**config.mk**
```make
export PLATFORM = sky130hd
export DESIGN_NAME = rgb_pixel_blend_unit_flat
export DESIGN_NICKNAME = d
export VERILOG_FILES = /design/src/rtl/rpb_pkg.sv /design/src/rtl/rpb_if.sv /design/src/rtl/rpb_cfg_regs.sv /design/src/rtl/rpb_chan_pipe.sv /design/src/rtl/rgb_pixel_blend_unit.sv /design/src/flat_wrapper.sv
export SDC_FILE = /design/constraint.sdc
export NUM_CORES = 1
export LEC_CHECK = 0
export BUFFER_PORTS_ARGS = -buffer_cell sky130_fd_sc_hd__buf_2
export CORE_ASPECT_RATIO = 1.1
export CORE_MARGIN = 2
export CORE_UTILIZATION = 45
export CTS_CLUSTER_DIAMETER = 120
export DETAILED_ROUTE_END_ITERATION = 6
export GPL_ROUTABILITY_DRIVEN = 0
export MAX_ROUTING_LAYER = met4
export PLACE_DENSITY_LB_ADDON = 0.1
export SLEW_MARGIN = 20
export SYNTH_ARGS = -nofsm -noshare
export SYNTH_HDL_FRONTEND = slang
export SYNTH_SLANG_ARGS = --single-unit
```
**constraint.sdc**
```tcl
create_clock -name clk -period 10.45 [get_ports clk]
set_input_delay 2.09 -clock clk [delete_from_list [all_inputs] [get_ports clk]]
set_output_delay 2.09 -clock clk [all_outputs]
set_load 0.02 [all_outputs]
```
**src/rtl/rpb_pkg.sv**
```systemverilog
// ----------------------------------------------------------------------------
// rpb_pkg
// Shared types and constants for the rgb pixel blend unit.
// ----------------------------------------------------------------------------
package rpb_pkg;

  typedef logic [7:0] chan_t;
  typedef logic signed [8:0] ofs_t;
  typedef logic [1:0] cfg_idx_t;

  typedef enum logic [2:0] {
    MODE_ADD     = 3'd0,
    MODE_SUB     = 3'd1,
    MODE_MUL     = 3'd2,
    MODE_SCREEN  = 3'd3,
    MODE_OVERLAY = 3'd4,
    MODE_OFFSET  = 3'd5
  } blend_mode_t;

  localparam cfg_idx_t REG_MODE      = 2'd0;
  localparam cfg_idx_t REG_BLUE_OFS  = 2'd1;
  localparam cfg_idx_t REG_GREEN_OFS = 2'd2;
  localparam cfg_idx_t REG_RED_OFS   = 2'd3;

  localparam chan_t CHAN_MAX = 8'd255;

  // most negative 9-bit code, saturated to -CHAN_MAX on write
  localparam ofs_t OFS_MOST_NEG = 9'sh100;
  localparam ofs_t OFS_MIN      = -9'sd255;

  // floor(m/255) = (m * RECIP_MULT) >> RECIP_SHIFT for m below 132626
  localparam int unsigned PROD_W      = 17;
  localparam int unsigned QUOT_W      = 18;
  localparam logic [17:0] RECIP_MULT  = 18'd131587;
  localparam int unsigned RECIP_SHIFT = 25;
  localparam logic [17:0] ROUND_BIAS  = 18'd127;

  // configuration seen by one channel's datapath
  typedef struct packed {
    blend_mode_t mode;
    ofs_t        ofs;
  } chan_cfg_t;

endpackage

```
**src/rtl/rpb_if.sv**
```systemverilog
// ----------------------------------------------------------------------------
// rpb_if
// Handshake channels of the rgb pixel blend unit: pixel pair in, blended
// pixel out, register writes.
// ----------------------------------------------------------------------------
interface rpb_in_if import rpb_pkg::*; ();
  logic  valid;
  logic  ready;
  chan_t top_blue;
  chan_t top_green;
  chan_t top_red;
  chan_t bottom_blue;
  chan_t bottom_green;
  chan_t bottom_red;

  modport source (
    output valid, top_blue, top_green, top_red,
           bottom_blue, bottom_green, bottom_red,
    input  ready
  );
  modport sink (
    input  valid, top_blue, top_green, top_red,
           bottom_blue, bottom_green, bottom_red,
    output ready
  );
endinterface

interface rpb_out_if import rpb_pkg::*; ();
  logic  valid;
  logic  ready;
  chan_t out_blue;
  chan_t out_green;
  chan_t out_red;

  modport source (output valid, out_blue, out_green, out_red, input ready);
  modport sink (input valid, out_blue, out_green, out_red, output ready);
endinterface

interface rpb_cfg_if import rpb_pkg::*; ();
  logic       valid;
  logic       ready;
  cfg_idx_t   index;
  logic [8:0] data;

  modport source (output valid, index, data, input ready);
  modport sink (input valid, index, data, output ready);
endinterface

```
**src/rtl/rpb_cfg_regs.sv**
```systemverilog
// ----------------------------------------------------------------------------
// rpb_cfg_regs
// Mode and per-channel offset registers, with offset saturation on write.
// ----------------------------------------------------------------------------
module rpb_cfg_regs import rpb_pkg::*; (
  input  logic        clk,
  input  logic        rst_n,
  input  logic        wr_en,
  input  cfg_idx_t    wr_idx,
  input  logic [8:0]  wr_data,
  output blend_mode_t mode,
  output ofs_t        blue_ofs,
  output ofs_t        green_ofs,
  output ofs_t        red_ofs
);

  blend_mode_t mode_r;
  ofs_t        blue_ofs_r, green_ofs_r, red_ofs_r;
  ofs_t        ofs_sat;

  assign ofs_sat = (ofs_t'(wr_data) == OFS_MOST_NEG) ? OFS_MIN : ofs_t'(wr_data);

  always_ff @(posedge clk) begin
    if (!rst_n) begin
      mode_r      <= MODE_ADD;
      blue_ofs_r  <= '0;
      green_ofs_r <= '0;
      red_ofs_r   <= '0;
    end else if (wr_en) begin
      case (wr_idx)
        REG_MODE:      mode_r      <= blend_mode_t'(wr_data[2:0]);
        REG_BLUE_OFS:  blue_ofs_r  <= ofs_sat;
        REG_GREEN_OFS: green_ofs_r <= ofs_sat;
        REG_RED_OFS:   red_ofs_r   <= ofs_sat;
        default: ;
      endcase
    end
  end

  assign mode      = mode_r;
  assign blue_ofs  = blue_ofs_r;
  assign green_ofs = green_ofs_r;
  assign red_ofs   = red_ofs_r;

endmodule

```
**src/rtl/rpb_chan_pipe.sv**
```systemverilog
// ----------------------------------------------------------------------------
// rpb_chan_pipe
// Four-stage datapath of one colour channel: operand prep, product,
// rounded divide by 255, invert and select.
// ----------------------------------------------------------------------------
module rpb_chan_pipe import rpb_pkg::*; (
  input  logic      clk,
  input  logic      en,
  input  chan_cfg_t cfg,
  input  chan_t     a,
  input  chan_t     b,
  output chan_t     res
);

  // stage 1: operands and the simple modes
  chan_t x_r, x_nxt, y_r, y_nxt;
  logic  dbl_r, dbl_nxt;
  logic  inv1_r, inv1_nxt;
  logic  dir1_r, dir1_nxt;
  chan_t val1_r, val1_nxt;

  logic [8:0]        sum;
  logic signed [9:0] ofs_sum;

  assign sum     = {1'b0, a} + {1'b0, b};
  assign ofs_sum = $signed({2'b00, a}) + $signed({cfg.ofs[8], cfg.ofs});

  always_comb begin
    x_nxt    = a;
    y_nxt    = b;
    dbl_nxt  = 1'b0;
    inv1_nxt = 1'b0;
    dir1_nxt = 1'b1;
    val1_nxt = a;
    case (cfg.mode)
      MODE_ADD: begin
        val1_nxt = sum[8] ? CHAN_MAX : sum[7:0];
      end
      MODE_SUB: begin
        val1_nxt = (a > b) ? (a - b) : '0;
      end
      MODE_MUL: begin
        dir1_nxt = 1'b0;
      end
      MODE_SCREEN: begin
        dir1_nxt = 1'b0;
        inv1_nxt = 1'b1;
        x_nxt    = CHAN_MAX - a;
        y_nxt    = CHAN_MAX - b;
      end
      MODE_OVERLAY: begin
        dir1_nxt = 1'b0;
        dbl_nxt  = 1'b1;
        // upper half of b takes the screen-like branch
        if (b[7]) begin
          inv1_nxt = 1'b1;
          x_nxt    = CHAN_MAX - a;
          y_nxt    = CHAN_MAX - b;
        end
      end
      MODE_OFFSET: begin
        if (ofs_sum[9]) begin
          val1_nxt = '0;
        end else if (ofs_sum[8]) begin
          val1_nxt = CHAN_MAX;
        end else begin
          val1_nxt = ofs_sum[7:0];
        end
      end
      default: ;
    endcase
  end

  // stage 2: product, doubled for overlay
  logic [PROD_W-1:0] n_r, n_nxt;
  logic              inv2_r, dir2_r;
  chan_t             val2_r;
  logic [15:0]       prod;

  assign prod  = x_r * y_r;
  assign n_nxt = dbl_r ? {prod, 1'b0} : {1'b0, prod};

  // stage 3: round(n/255) as floor((n+127)/255) by reciprocal multiply
  chan_t                     q_r, q_nxt;
  logic                      inv3_r, dir3_r;
  chan_t                     val3_r;
  logic [QUOT_W-1:0]         m;
  logic [2*QUOT_W-1:0]       qprod;

  assign m     = {{(QUOT_W-PROD_W){1'b0}}, n_r} + ROUND_BIAS;
  assign qprod = {{QUOT_W{1'b0}}, m} * {{QUOT_W{1'b0}}, RECIP_MULT};
  assign q_nxt = qprod[RECIP_SHIFT +: 8];

  // stage 4: result register
  chan_t res_r, res_nxt;

  always_comb begin
    if (dir3_r) begin
      res_nxt = val3_r;
    end else if (inv3_r) begin
      res_nxt = CHAN_MAX - q_r;
    end else begin
      res_nxt = q_r;
    end
  end

  always_ff @(posedge clk) begin
    if (en) begin
      x_r    <= x_nxt;
      y_r    <= y_nxt;
      dbl_r  <= dbl_nxt;
      inv1_r <= inv1_nxt;
      dir1_r <= dir1_nxt;
      val1_r <= val1_nxt;

      n_r    <= n_nxt;
      inv2_r <= inv1_r;
      dir2_r <= dir1_r;
      val2_r <= val1_r;

      q_r    <= q_nxt;
      inv3_r <= inv2_r;
      dir3_r <= dir2_r;
      val3_r <= val2_r;

      res_r  <= res_nxt;
    end
  end

  assign res = res_r;

endmodule

```
**src/rtl/rgb_pixel_blend_unit.sv**
```systemverilog
// ----------------------------------------------------------------------------
// rgb_pixel_blend_unit
// Per-channel blend of two BGR pixels with add, subtract, multiply, screen,
// overlay and offset modes.
// ----------------------------------------------------------------------------
// One pixel pair is taken per clock unless the output stalls; the four register
// stages (operand prep, 8x8 product, reciprocal multiply for the divide by 255,
// invert/select into the output register) all move together, so a stall at the
// output holds every stage and in_ch.ready drops only while the output register
// is full and not being taken. Register writes on cfg_ch are always accepted
// and must only be made while the pipeline is empty.
module rgb_pixel_blend_unit import rpb_pkg::*; (
  input logic clk,
  input logic rst_n,
  rpb_in_if.sink    in_ch,
  rpb_out_if.source out_ch,
  rpb_cfg_if.sink   cfg_ch
);

  localparam int unsigned STAGES = 4;

  blend_mode_t mode;
  ofs_t        blue_ofs, green_ofs, red_ofs;
  chan_cfg_t   blue_cfg, green_cfg, red_cfg;

  logic [STAGES-1:0] vld_r, vld_nxt;
  logic              advance;

  assign cfg_ch.ready = 1'b1;

  rpb_cfg_regs u_cfg (
    .clk       (clk),
    .rst_n     (rst_n),
    .wr_en     (cfg_ch.valid),
    .wr_idx    (cfg_ch.index),
    .wr_data   (cfg_ch.data),
    .mode      (mode),
    .blue_ofs  (blue_ofs),
    .green_ofs (green_ofs),
    .red_ofs   (red_ofs)
  );

  assign blue_cfg  = '{mode: mode, ofs: blue_ofs};
  assign green_cfg = '{mode: mode, ofs: green_ofs};
  assign red_cfg   = '{mode: mode, ofs: red_ofs};

  // whole pipeline moves unless the output holds an untaken pixel
  assign advance     = !vld_r[STAGES-1] || out_ch.ready;
  assign in_ch.ready = advance;
  assign vld_nxt     = {vld_r[STAGES-2:0], in_ch.valid};

  always_ff @(posedge clk) begin
    if (!rst_n) begin
      vld_r <= '0;
    end else if (advance) begin
      vld_r <= vld_nxt;
    end
  end

  rpb_chan_pipe u_blue (
    .clk (clk),
    .en  (advance),
    .cfg (blue_cfg),
    .a   (in_ch.top_blue),
    .b   (in_ch.bottom_blue),
    .res (out_ch.out_blue)
  );

  rpb_chan_pipe u_green (
    .clk (clk),
    .en  (advance),
    .cfg (green_cfg),
    .a   (in_ch.top_green),
    .b   (in_ch.bottom_green),
    .res (out_ch.out_green)
  );

  rpb_chan_pipe u_red (
    .clk (clk),
    .en  (advance),
    .cfg (red_cfg),
    .a   (in_ch.top_red),
    .b   (in_ch.bottom_red),
    .res (out_ch.out_red)
  );

  assign out_ch.valid = vld_r[STAGES-1];

  // an accepted request always lands in the first stage
  a_accept_enters: assert property (@(posedge clk) disable iff (!rst_n)
    in_ch.valid && in_ch.ready |=> vld_r[0])
    else $error("accepted request did not enter the pipeline");

  // a held output blocks the input side
  a_stall_blocks_input: assert property (@(posedge clk) disable iff (!rst_n)
    out_ch.valid && !out_ch.ready |-> !in_ch.ready)
    else $error("input accepted while output stalled");

  // nothing is dropped between the last two stages
  a_no_drop: assert property (@(posedge clk) disable iff (!rst_n)
    vld_r[STAGES-2] && advance |=> out_ch.valid)
    else $error("pipeline item lost before output");

  // a stalled pipeline keeps its occupancy
  a_stall_holds: assert property (@(posedge clk) disable iff (!rst_n)
    !advance |=> $stable(vld_r))
    else $error("valid bits moved during stall");

endmodule
```
**src/flat_wrapper.sv**
```systemverilog
// flat-port wrapper written by rule: the top's interface ports become plain ports
module rgb_pixel_blend_unit_flat import rpb_pkg::*;
  (clk, rst_n, in_ch_valid, in_ch_top_blue, in_ch_top_green, in_ch_top_red, in_ch_bottom_blue, in_ch_bottom_green, in_ch_bottom_red, in_ch_ready, out_ch_valid, out_ch_out_blue, out_ch_out_green, out_ch_out_red, out_ch_ready, cfg_ch_valid, cfg_ch_index, cfg_ch_data, cfg_ch_ready);
  rpb_in_if in_ch_i ();
  rpb_out_if out_ch_i ();
  rpb_cfg_if cfg_ch_i ();
  input logic clk;
  input logic rst_n;
  input wire logic [$bits(in_ch_i.valid)-1:0] in_ch_valid;
  input wire logic [$bits(in_ch_i.top_blue)-1:0] in_ch_top_blue;
  input wire logic [$bits(in_ch_i.top_green)-1:0] in_ch_top_green;
  input wire logic [$bits(in_ch_i.top_red)-1:0] in_ch_top_red;
  input wire logic [$bits(in_ch_i.bottom_blue)-1:0] in_ch_bottom_blue;
  input wire logic [$bits(in_ch_i.bottom_green)-1:0] in_ch_bottom_green;
  input wire logic [$bits(in_ch_i.bottom_red)-1:0] in_ch_bottom_red;
  output wire logic [$bits(in_ch_i.ready)-1:0] in_ch_ready;
  output wire logic [$bits(out_ch_i.valid)-1:0] out_ch_valid;
  output wire logic [$bits(out_ch_i.out_blue)-1:0] out_ch_out_blue;
  output wire logic [$bits(out_ch_i.out_green)-1:0] out_ch_out_green;
  output wire logic [$bits(out_ch_i.out_red)-1:0] out_ch_out_red;
  input wire logic [$bits(out_ch_i.ready)-1:0] out_ch_ready;
  input wire logic [$bits(cfg_ch_i.valid)-1:0] cfg_ch_valid;
  input wire logic [$bits(cfg_ch_i.index)-1:0] cfg_ch_index;
  input wire logic [$bits(cfg_ch_i.data)-1:0] cfg_ch_data;
  output wire logic [$bits(cfg_ch_i.ready)-1:0] cfg_ch_ready;
  assign in_ch_i.valid = in_ch_valid;
  assign in_ch_i.top_blue = in_ch_top_blue;
  assign in_ch_i.top_green = in_ch_top_green;
  assign in_ch_i.top_red = in_ch_top_red;
  assign in_ch_i.bottom_blue = in_ch_bottom_blue;
  assign in_ch_i.bottom_green = in_ch_bottom_green;
  assign in_ch_i.bottom_red = in_ch_bottom_red;
  assign in_ch_ready = in_ch_i.ready;
  assign out_ch_valid = out_ch_i.valid;
  assign out_ch_out_blue = out_ch_i.out_blue;
  assign out_ch_out_green = out_ch_i.out_green;
  assign out_ch_out_red = out_ch_i.out_red;
  assign out_ch_i.ready = out_ch_ready;
  assign cfg_ch_i.valid = cfg_ch_valid;
  assign cfg_ch_i.index = cfg_ch_index;
  assign cfg_ch_i.data = cfg_ch_data;
  assign cfg_ch_ready = cfg_ch_i.ready;
  rgb_pixel_blend_unit u_core (.clk(clk), .rst_n(rst_n), .in_ch(in_ch_i), .out_ch(out_ch_i), .cfg_ch(cfg_ch_i));
endmodule
```
==> Word level (Yosys, flattened, before mapping) <==
Index checks and enable logic that the tools add are counted.
{ "totals": {"register_bits": 266, "in_bits": 64, "wordCells": 141} }
{ "op_classes": {"n_addsub": 21, "n_mul": 6, "magnitude_cmp": 3, "n_eq_ne": 9, "muxes": 45, "reduce_logical": 9} }
{ "ops": {"columns": ["op", "n"], "rows": [
  ["8-bit two-way mux", 24],
  ["18-bit by 18-bit multiplier with 33-bit output (second input constant)", 3],
  ["8-bit one-hot mux with 2 select lines", 6],
  ["8-bit one-hot mux with 3 select lines", 3],
  ["8-bit subtractor (first input constant)", 9],
  ["17-bit by 7-bit adder with 18-bit output (second input constant)", 3],
  ["8-bit by 8-bit multiplier with 16-bit output", 3],
  ["16-bit two-way mux", 3],
  ["9-bit by 9-bit adder with 10-bit output", 3],
  ["8-bit by 8-bit adder with 9-bit output", 3],
  ["8-bit > comparator", 3],
  ["8-bit subtractor", 3],
  ["9-bit == test (second input constant)", 1],
  ["9-bit two-way mux", 1],
  ["2-bit AND reduction", 4],
  ["3-bit by 2-bit == test with 1-bit output (second input constant)", 2],
  ["3-bit == test (second input constant)", 2],
  ["1-bit one-hot mux with 2 select lines", 3],
  ["1-bit two-way mux", 5],
  ["2-bit == test (second input constant)", 2],
  ["3-bit by 1-bit == test with 1-bit output (second input constant)", 1],
  ["3-bit zero test", 1],
  ["3-bit OR reduction", 1],
  ["2-bit by 1-bit == test with 1-bit output (second input constant)", 1],
  ["other kinds (3)", 3]
]} }

==> Longest topological paths before layout <==
Gate-level depths: netlist of the first run.
{ "depth": {"word_depth": 4, "mapped_depth": 25, "ltp_nobuf": 25} }

==> Modules after synthesis <==
Synthesis of the first run repeated with hierarchy kept, for this count alone.
{ "hier_totals": {"cells_unflattened": 2915, "area_unflattened_um2": 28651.2} }
{ "modules_own_cells": {"columns": ["module", "instances", "cells_per_inst", "area_per_inst_um2", "seq_area_each_um2"], "rows": [
  ["rpb_chan_pipe at u_core.u_blue", 1, 965, 9302.7, 2402.3],
  ["rpb_chan_pipe at u_core.u_red", 1, 915, 9126.3, 2402.3],
  ["rpb_chan_pipe at u_core.u_green", 1, 897, 8886.0, 2402.3],
  ["rpb_cfg_regs", 1, 121, 1163.6, 600.6],
  ["rgb_pixel_blend_unit", 1, 17, 172.7, 80.1]
]} }

==> Least setup slack after synthesis of the first run <==
No wires, ideal clock.
{ "synth_timing": {"path_type": "input -> output", "start": "input port out_ch_ready", "end": "output port in_ch_ready", "arrival_ps": 6874, "t_required_ps": 8360, "slack_ps": 1486, "path_stages": 3, "path_buffers": 1, "cell_sequence": "nor2b_1 -> clkbuf_1 -> inv_1"} }
{ "synth_between": {"elab_chain_cells": 1} }
{ "synth_rtl": {"columns": ["element", "line", "rtl"], "rows": [
  ["from (decl)", "flat_wrapper.sv:21", "input wire logic [$bits(out_ch_i.ready)-1:0] out_ch_ready;"],
  ["1-bit logical OR", "rgb_pixel_blend_unit.sv:48", "assign advance = !vld_r[STAGES-1] || out_ch.ready;"],
  ["to (decl)", "flat_wrapper.sv:16", "output wire logic [$bits(in_ch_i.ready)-1:0] in_ch_ready;"]
]} }
No other way between the ends.

==> Worst setup path after layout of the first run <==
{ "layout_timing": {"start": "register u_core.u_red.n_r[4]", "end": "register u_core.u_red.q_r[7] (data pin)"} }
{ "layout_between": {"elab_chain_cells": 2} }
{ "layout_rtl": {"columns": ["element", "line", "rtl"], "rows": [
  ["from (decl)", "rpb_chan_pipe.sv:75", "logic [PROD_W-1:0] n_r, n_nxt;"],
  ["from (signal assigned)", "rpb_chan_pipe.sv:116", "n_r <= n_nxt;"],
  ["17-bit by 7-bit adder with 18-bit output", "rpb_chan_pipe.sv:90", "assign m = {{(QUOT_W-PROD_W){1'b0}}, n_r} + ROUND_BIAS;"],
  ["18-bit by 18-bit multiplier with 33-bit output", "rpb_chan_pipe.sv:91", "assign qprod = {{QUOT_W{1'b0}}, m} * {{QUOT_W{1'b0}}, RECIP_MULT};"],
  ["named net u_core.u_red.qprod[32]", "rpb_chan_pipe.sv:88", "logic [2*QUOT_W-1:0] qprod;"],
  ["to (signal assigned)", "rpb_chan_pipe.sv:121", "q_r <= q_nxt;"],
  ["to (decl)", "rpb_chan_pipe.sv:84", "chan_t q_r, q_nxt;"]
]} }
The timed path passes the listed nets, and every way through them passes these cells.
A chain may end at the register's enable or synchronous reset.

==> results_dict.tcl, run 1 <==
set metrics [dict create \
    drc_errors 0 \
    min_period_ns 6.03 \
    grt_first_pass_wirelength_um 96800 \
    relSlewSlack_pct 24.9 \
    post-route-period-util_pct 57.7 \
    coreArea_um2 59900 \
    maxCapViolCount 0 \
    hp-class "reg2reg" \
    synth_nets 3512 \
    hpwlAfterDp_um 47200 \
    vias_per_cell 5.12 \
    n_antenna_cell 0 \
    cts_buffers 29 \
    cts-htree-levels 1 \
    cp_max_fo 4 \
    ant_nets 0 \
    skew_ns 0.0141 \
    finalHoldViolCount 0 \
    fill_cells 5534 \
    critPathKind "reg2reg" \
    cts_resized 0 \
    postCtsSetupBuffers 0 \
    multiInputGateArea_um2 17700 \
    wl_per_cell_um 15.8 \
    fin_tns_setup_ns 0 \
    whs_ns 0.410 \
    synth_edf_count 232 \
    clk_latency_ns 0.57 \
    cts_hold_buf 0 \
    die_w_um 239 \
    cp-end-kind "flip-flop" \
    ff_latch_area_um2 7650 \
    pre_cts_ws_ns 4.40 \
    finalNetCount 3593 \
    root_buffer "clkbuf_16" \
    cts_buffer_depth 3 \
    cts_tree "done" \
    ys_types 80 \
    cp-start-kind "flip-flop" \
    clkSinkCount 266 \
    routed_wl_um 57600 \
    clkTransAtPathRegs_ns 0.07 \
    rsz0062_at_grt "no" \
    num_rows 94 \
    avgSynthCellArea_um2 9.87 \
    drt_first_pass_iters 5 \
    die_h_um 262 \
    area_growth_pct 8.13 \
    drv_slew 0 \
    pin_count 91 \
    start_util_pct 45.6 \
    synth_cells 2766 \
    synth_seq_area_share_pct 28.0 \
    yosys_warnings 0 \
    grt.total_usage_pct 19.4 \
    ys_ff_latch 266 \
    die-area_um2 62600 \
    antenna_found_initial 0 \
    grt_max_degree 90 \
    overflow 0 \
    drive_gt1_share_pct 7.28 \
    synth_area_um2 27300 \
    status "finished clean" \
    setup_viol 0 \
    ys.flop_type "edfxtp_1" \
    io_buffers 89 \
    crit_required_ns 10.76 \
    tightest_slew_ns 1.13 \
    drt_iter0_markers 1019 \
    grt_pass1_vias 19191 \
    worstPathArrival_ns 6.34 \
    max_freq_mhz 166 \
    vias 18625 \
    setup_ws_ns 4.42 \
    ys_async_sr_fraction_pct 0 \
]
[through the flow]
stage	cell area [um2]	cells	util (%)
5_1_grt	29500	3638	49.3
3_5_place_dp	28600	3584	47.7
3_3_place_gp	28600	3584	47.7
6_report	29500	3638	49.3
4_1_cts	29500	3638	49.3
2_1_floorplan	27300	2766	-
[cell families after synthesis]
| kind of cell | synth area share, % |
|---|---|
| XOR/XNOR | 7.78 |
| AND/OR/NAND/NOR | 11.0 |
| buffers and inverters | 6.97 |
| adder cells (fa/ha/maj) | 35.5 |
| flip-flops | 28.0 |
| multiplexers | 1.17 |
| AO/OA/AOI/OAI | 9.61 |
| other | 0.0137 |
[layer usage]
metal  track usage, %  routed length, um
met5                -                  0
met4             5.24               1450
met3             1.55               1450
met2             32.3              27500
met1             25.3              27200
[layout by cell type (no fill, tap or decap), drive strengths merged, types with 4 or more instances in the layout]
cell and instances:
o2111ai 8, o31ai 9, mux2i 5, dfxtp 34, or2 8, clkbuf 31
nor2b 23, clkinv 11, a211oi 5, clkinvlp 4, o211ai 8, a22oi 14
nor2 97, nand4 21, edfxtp 232, o221ai 4, nand3 31, xor2 52
o22ai 5, and2 94, a221oi 9, o21bai 22, nand2 311, nor3 25
inv 467, a21o 32, o21a 13, buf 94, a21oi 89, fa 150
ha 532, xnor2 183, or3 7, a31oi 14, and3 7, a21boi 29
mux2 24, o21ai 126
[area by class of cell]
| class | instances | area share [%] |
|---|---|---|
| multi-input cells | 1995 | 60.1 |
| flip-flops and latches | 266 | 25.9 |
| inverters | 461 | 5.89 |
| well taps | 768 | 3.26 |
| clock buffers | 31 | 2.48 |
| repair buffers | 94 | 1.64 |
| clock inverters | 23 | 0.674 |
[flip-flops by register name, summed over array words and instances, names as in the netlist, 9 cells and up]
name / count
u_core.u_blue.n_r: 17
u_core.u_cfg.blue_ofs: 9
u_core.u_cfg.green_ofs: 9
u_core.u_cfg.red_ofs: 9
u_core.u_green.n_r: 17
u_core.u_red.n_r: 17
[synthesized netlist by cell type (24+ instances only)]
cell / count / share of area, %
xor2_1: 51 / 1.6
dfxtp_1: 34 / 2.5
a21oi_1: 82 / 1.5
mux2_2: 24 / 0.99
edfxtp_1: 232 / 26
a21boi_0: 24 / 0.66
fa_1: 150 / 11
ha_1: 532 / 24
xnor2_1: 177 / 5.7
and2_1: 94 / 2.2
clkbuf_1: 38 / 0.52
o21ai_0: 104 / 1.9
nand3_1: 30 / 0.55
nor2_1: 96 / 1.3
nor3_1: 24 / 0.44
a21o_1: 32 / 0.88
nand2_1: 310 / 4.3
inv_1: 456 / 6.3
[worst max-delay path: stages, from the launching register on]
cell and delay (ns):
edfxtp_1 0.43, or4_1 0.53, nor2_1 0.16, nand2_2 0.12
nand3_4 0.13, nor2_1 0.07, xnor2_1 0.33, inv_1 0.08
ha_1 0.28, ha_1 0.29, ha_1 0.31, ha_1 0.28
inv_1 0.05, fa_1 0.53, inv_1 0.04, ha_1 0.30
a21o_1 0.17, a21o_1 0.17, a21oi_1 0.14, o211ai_1 0.14
a221oi_1 0.46, nand2b_1 0.15, a21oi_1 0.29, a311oi_1 0.16
xnor2_1 0.15
[final timing paths]
check                                             from                endpoint  slack, ns  cells after the start
worst max register to register     u_core.u_red.n_r[4]     u_core.u_red.q_r[7]       4.42                     24
worst max-delay path               u_core.u_red.n_r[4]     u_core.u_red.q_r[7]       4.42                     24
worst min-delay path            u_core.u_red.val2_r[2]  u_core.u_red.val3_r[2]       0.41                      0
worst min register to register  u_core.u_red.val2_r[2]  u_core.u_red.val3_r[2]       0.41                      0
Power of run 1 is left out: the tool's default activity adds up to more than one toggle a clock period on the data nets, which glitch-free logic cannot reach.
==> run 2: changes to the inputs <==
==> constraint.sdc (replaced) <==
create_clock -name clk -period 5 [get_ports clk]
set_input_delay 1 -clock clk [delete_from_list [all_inputs] [get_ports clk]]
set_output_delay 1 -clock clk [all_outputs]
set_load 0.02 [all_outputs]
==> results_dict.tcl, run 2 (synthesis gave the netlist of run 1 again) <==
set metrics [dict create \
    crit_required_ns 5.30 \
    finalNetCount 3818 \
    grt.total_usage_pct 20.2 \
    post-route-period-util_pct 108 \
    slowest_delay_ns 0.57 \
    critPathBufInv 4 \
    pin_count 91 \
    die-area_um2 62600 \
    vias 19703 \
    drt_iter0_markers 860 \
    drv_slew 0 \
    setup_ws_ns -0.387 \
    hpwlAfterDp_um 48900 \
    overflow 0 \
    cp_max_fo 3 \
    cts_hold_buf 0 \
    root_buffer "clkbuf_16" \
    cp-end-kind "flip-flop" \
    drc_errors 0 \
    cts_buffers 28 \
    routed_wl_um 61000 \
    start_util_pct 45.6 \
    dp_cells 3740 \
    io_buffers 89 \
    cts_buffer_depth 3 \
    pre_cts_ws_ns -0.469 \
    fin_tns_setup_ns -4.60 \
    coreArea_um2 59900 \
    cts_tree "done" \
    ant_nets 0 \
    antenna_found_initial 5 \
    relSlewSlack_pct 36.7 \
    layout_common_cells "ha_1 (473), inv_1 (421), nand2_1 (302), edfxtp_1 (232), buf_4 (212)" \
    hp-class "reg2reg" \
    grt_first_pass_wirelength_um 101000 \
    worst_path_most_repeated_cell "ha_1" \
    min_period_ns 5.39 \
    skew_ns 0.0248 \
    max_freq_mhz 186 \
    layout_commonest_cell "ha_1" \
    num_rows 94 \
    setup_viol 20 \
    wl_per_cell_um 15.8 \
    crit_family "adder cells" \
    rsz0062_at_grt "yes" \
    drt_first_pass_iters 5 \
    grt_pass1_vias 20539 \
    cp-start-kind "flip-flop" \
    worstPathArrival_ns 5.68 \
    reg_top3 "u_core.u_blue.n_r (17), u_core.u_green.n_r (17), u_core.u_red.n_r (17)" \
    grt_max_degree 118 \
    cts-htree-levels 1 \
    crit_chain "or4_4, nor4_4, buf_4, nor2_2, and3_4, xnor2_4, buf_6, nor2_1, ha_1, ha_1, ha_1, inv_1, fa_1, inv_2, ha_4, a211oi_2, a211oi_2, o21ai_1, nand3_1, a311oi_2, nor4b_2, o21a_1, o21a_1, xnor2_1" \
    maxCapViolCount 0 \
    violations "setup timing" \
    area_growth_pct 20.1 \
    layout.cells.non_filler 3867 \
    finalHoldViolCount 0 \
    tightest_slew_ns 0.942 \
    die_w_um 239 \
    status "finished with violations" \
    clkTransAtPathRegs_ns 0.07 \
    critPathKind "reg2reg" \
    drive_gt1_share_pct 20.8 \
    vias_per_cell 5.10 \
    die_h_um 262 \
    clk_latency_ns 0.57 \
    slowest_stage "or4_4" \
    clkSinkCount 266 \
]
==> run 2: cell count changes in the layout (fill, tap and decap cells not counted), sizes merged <==
cell and change:
buf +226, bufinv +2, clkbuf -2, clkinv +3, clkinvlp -3, diode +5
inv -2
==> run 2: per-layer routing <==
layer,track usage [%],up-vias,wire length (um)
li1,-,9934,-
met1,26.3,9478,28700
met2,34.4,221,29700
met3,1.63,70,1480
met4,3.95,0,1160
met5,-,-,0
==> run 2: layout make-up <==
type                    instances  area [um2]
fillers                      5229       27100
multi-input cells            1995       19200
flip-flops and latches        266        7650
repair buffers                320        2260
inverters                     461        1740
well taps                     768         961
clock buffers                  29         704
clock inverters                23         253
diodes                          5        12.5
==> run 2: path summary, 6_finish.rpt <==
path / slack, ns / depth (start not counted) / from / endpoint
hold reg to reg: 0.41 / 0 / u_core.u_red.val2_r[2] / u_core.u_red.val3_r[2]
setup reg to reg: -0.39 / 24 / u_core.u_blue.n_r[2] / u_core.u_blue.q_r[7]
setup / recovery: -0.39 / 24 / u_core.u_blue.n_r[2] / u_core.u_blue.q_r[7]
hold / removal: 0.41 / 0 / u_core.u_red.val2_r[2] / u_core.u_red.val3_r[2]
==> run 2: stage by stage <==
step	utilization (%)	area [um2]	hold WS, ns
CTS	52.6	31500	0.413
global route	54.7	32800	0.423
global placement	49.9	29900	0.405
finish	54.7	32800	0.410
floorplan	-	27500	0.400
detailed placement	49.9	29900	0.405
==> run 2: timing repair <==
item                                    CTS  global route
resized for setup                        74           158
cloned                                    0             0
pin swaps                                69           116
buffers inserted                         25            53
endpoints found under the setup margin   21            30
hold endpoints to repair                  0             0
Power of run 2 is left out for the same reason.
==> run 3: changes to the inputs <==
--- a/config.mk
+++ b/config.mk
@@ -5,6 +5,7 @@
 export SDC_FILE = /design/constraint.sdc
 export NUM_CORES = 1
 export LEC_CHECK = 0
+export ABC_CLOCK_PERIOD_IN_PS = 5000
 export BUFFER_PORTS_ARGS = -buffer_cell sky130_fd_sc_hd__buf_2
 export CORE_ASPECT_RATIO = 1.1
 export CORE_MARGIN = 2
@@ -14,6 +15,7 @@
 export GPL_ROUTABILITY_DRIVEN = 0
 export MAX_ROUTING_LAYER = met4
 export PLACE_DENSITY_LB_ADDON = 0.1
+export SKIP_LAST_GASP = 1
 export SLEW_MARGIN = 20
 export SYNTH_ARGS = -nofsm -noshare
 export SYNTH_HDL_FRONTEND = slang
==> results_dict.tcl, run 3 (synthesis gave the netlist of run 1 again) <==
set metrics [dict create \
    violations "setup timing" \
    start_util_pct 45.6 \
    min_period_ns 5.38 \
    post-route-period-util_pct 108 \
    overflow 0 \
    antenna_found_initial 5 \
    final_area_um2 32800 \
    root_buffer "clkbuf_16" \
    finalHoldViolCount 0 \
    grt.total_usage_pct 20.1 \
    placed_area_um2 29900 \
    cts-htree-levels 1 \
    cp-start-kind "flip-flop" \
    grt_pass1_vias 20524 \
    io_buffers 89 \
    reg_top3 "u_core.u_blue.n_r (17), u_core.u_green.n_r (17), u_core.u_red.n_r (17)" \
    clk_latency_ns 0.57 \
    num_rows 94 \
    coreArea_um2 59900 \
    setup_viol 20 \
    finalNetCount 3819 \
    tightest_slew_ns 0.947 \
    cp_max_fo 3 \
    die_h_um 262 \
    fill_cells 5232 \
    cts_tree "done" \
    skew_ns 0.0242 \
    vias 19707 \
    drive_gt1_share_pct 20.7 \
    critPathKind "reg2reg" \
    whs_ns 0.410 \
    pin_count 91 \
    grt_first_pass_wirelength_um 101000 \
    crit_required_ns 5.30 \
    setup_ws_ns -0.382 \
    die-area_um2 62600 \
    ant_nets 0 \
    r2r_slack_ns -0.38 \
    drt_iter0_markers 862 \
    relSlewSlack_pct 36.9 \
    clkSinkCount 266 \
    rsz0062_at_grt "yes" \
    status "finished with violations" \
    drc_errors 0 \
    drv_slew 0 \
    area_growth_pct 20.0 \
    die_w_um 239 \
    hp-class "reg2reg" \
    worstPathArrival_ns 5.68 \
    maxCapViolCount 0 \
    cp-end-kind "flip-flop" \
    cts_buffer_depth 3 \
    vias_per_cell 5.09 \
    wl_per_cell_um 15.8 \
    drt_first_pass_iters 5 \
    max_freq_mhz 186 \
    layout_common_cells "ha_1 (474), inv_1 (423), nand2_1 (302), edfxtp_1 (232), buf_4 (215)" \
    layout_commonest_cell "ha_1" \
    grt_max_degree 118 \
    routed_wl_um 61100 \
    hpwlAfterDp_um 48900 \
    cts_buffers 28 \
    clkTransAtPathRegs_ns 0.06 \
]
run 3: cell types whose count changed in the layout (fill, tap and decap cells not counted), moves of 2 or more:
cell     before  now
buf_4       212  215
inv_1       421  423
xnor2_2      27   25
buf_6        18   16
inv_2        38   36
xnor2_1     151  153
run 3: area by class of cell:
type                       instances  area [um2]  share of cell area [%]
antenna                            5        12.5                  0.0382
clock buffer                      29         704                    2.15
clock inverter                    23         253                   0.772
inverter                         461        1740                    5.30
multi-input combinational       1995       19200                    58.6
sequential                       266        7650                    23.3
tap                              768         961                    2.93
timing repair buffer             321        2260                    6.90
run 3: timing repair:
item                                    4_1_cts  5_1_grt
pin swaps                                    69      115
hold buffers                                  0        0
setup buffers                                25       56
resized for setup                            71      156
endpoints found under the setup margin       21       30
run 3: path summary, 6_finish.rpt:
| path | startpoint | to | cells past startpoint |
|---|---|---|---|
| worst max-delay path | u_core.u_blue.n_r[2] | u_core.u_blue.q_r[7] | 24 |
| worst min-delay path | u_core.u_green.val2_r[4] | u_core.u_green.val3_r[4] | 0 |
| worst max register to register | u_core.u_blue.n_r[2] | u_core.u_blue.q_r[7] | 24 |
| worst min register to register | u_core.u_green.val2_r[4] | u_core.u_green.val3_r[4] | 0 |
run 3: metal layers:
metal  vias to the layer above  global-route usage, %  wire, um
met3                        68                   1.63      1480
met4                         0                   3.95      1110
met2                       228                   34.4     29800
li1                       9933                      -         -
met1                      9478                   26.3     28700
met5                         -                      -         0
run 3: through the flow:
stage               utilization [%]  cells  setup TNS (ns)  setup WS [ns]
floorplan                         -   2766          -49.73         -0.273
global placement               49.9   3740           -4.31         -0.367
detailed placement             49.9   3740           -5.94         -0.469
CTS                            52.5   3815           -3.72         -0.386
global route                   54.7   3868          -10.08         -0.641
finish                         54.7   3868           -4.89         -0.382
run 3: critical path, cell delays in order (launching register included):
cell and delay, ns:
edfxtp_1 0.38, or4_4 0.57, nor4_4 0.18, buf_4 0.17, nor2_2 0.04, and3_4 0.18, xnor2_4 0.19, buf_6 0.14
nor2_1 0.04, ha_1 0.27, ha_1 0.30, ha_1 0.27, inv_1 0.05, fa_1 0.51, inv_2 0.05, ha_4 0.17
a211oi_2 0.23, a211oi_2 0.08, o21ai_1 0.13, nand3_1 0.16, a311oi_2 0.39, nor4b_2 0.10, o21a_1 0.22, o21a_1 0.20
xnor2_1 0.12
Power of run 3 is left out for the same reason.
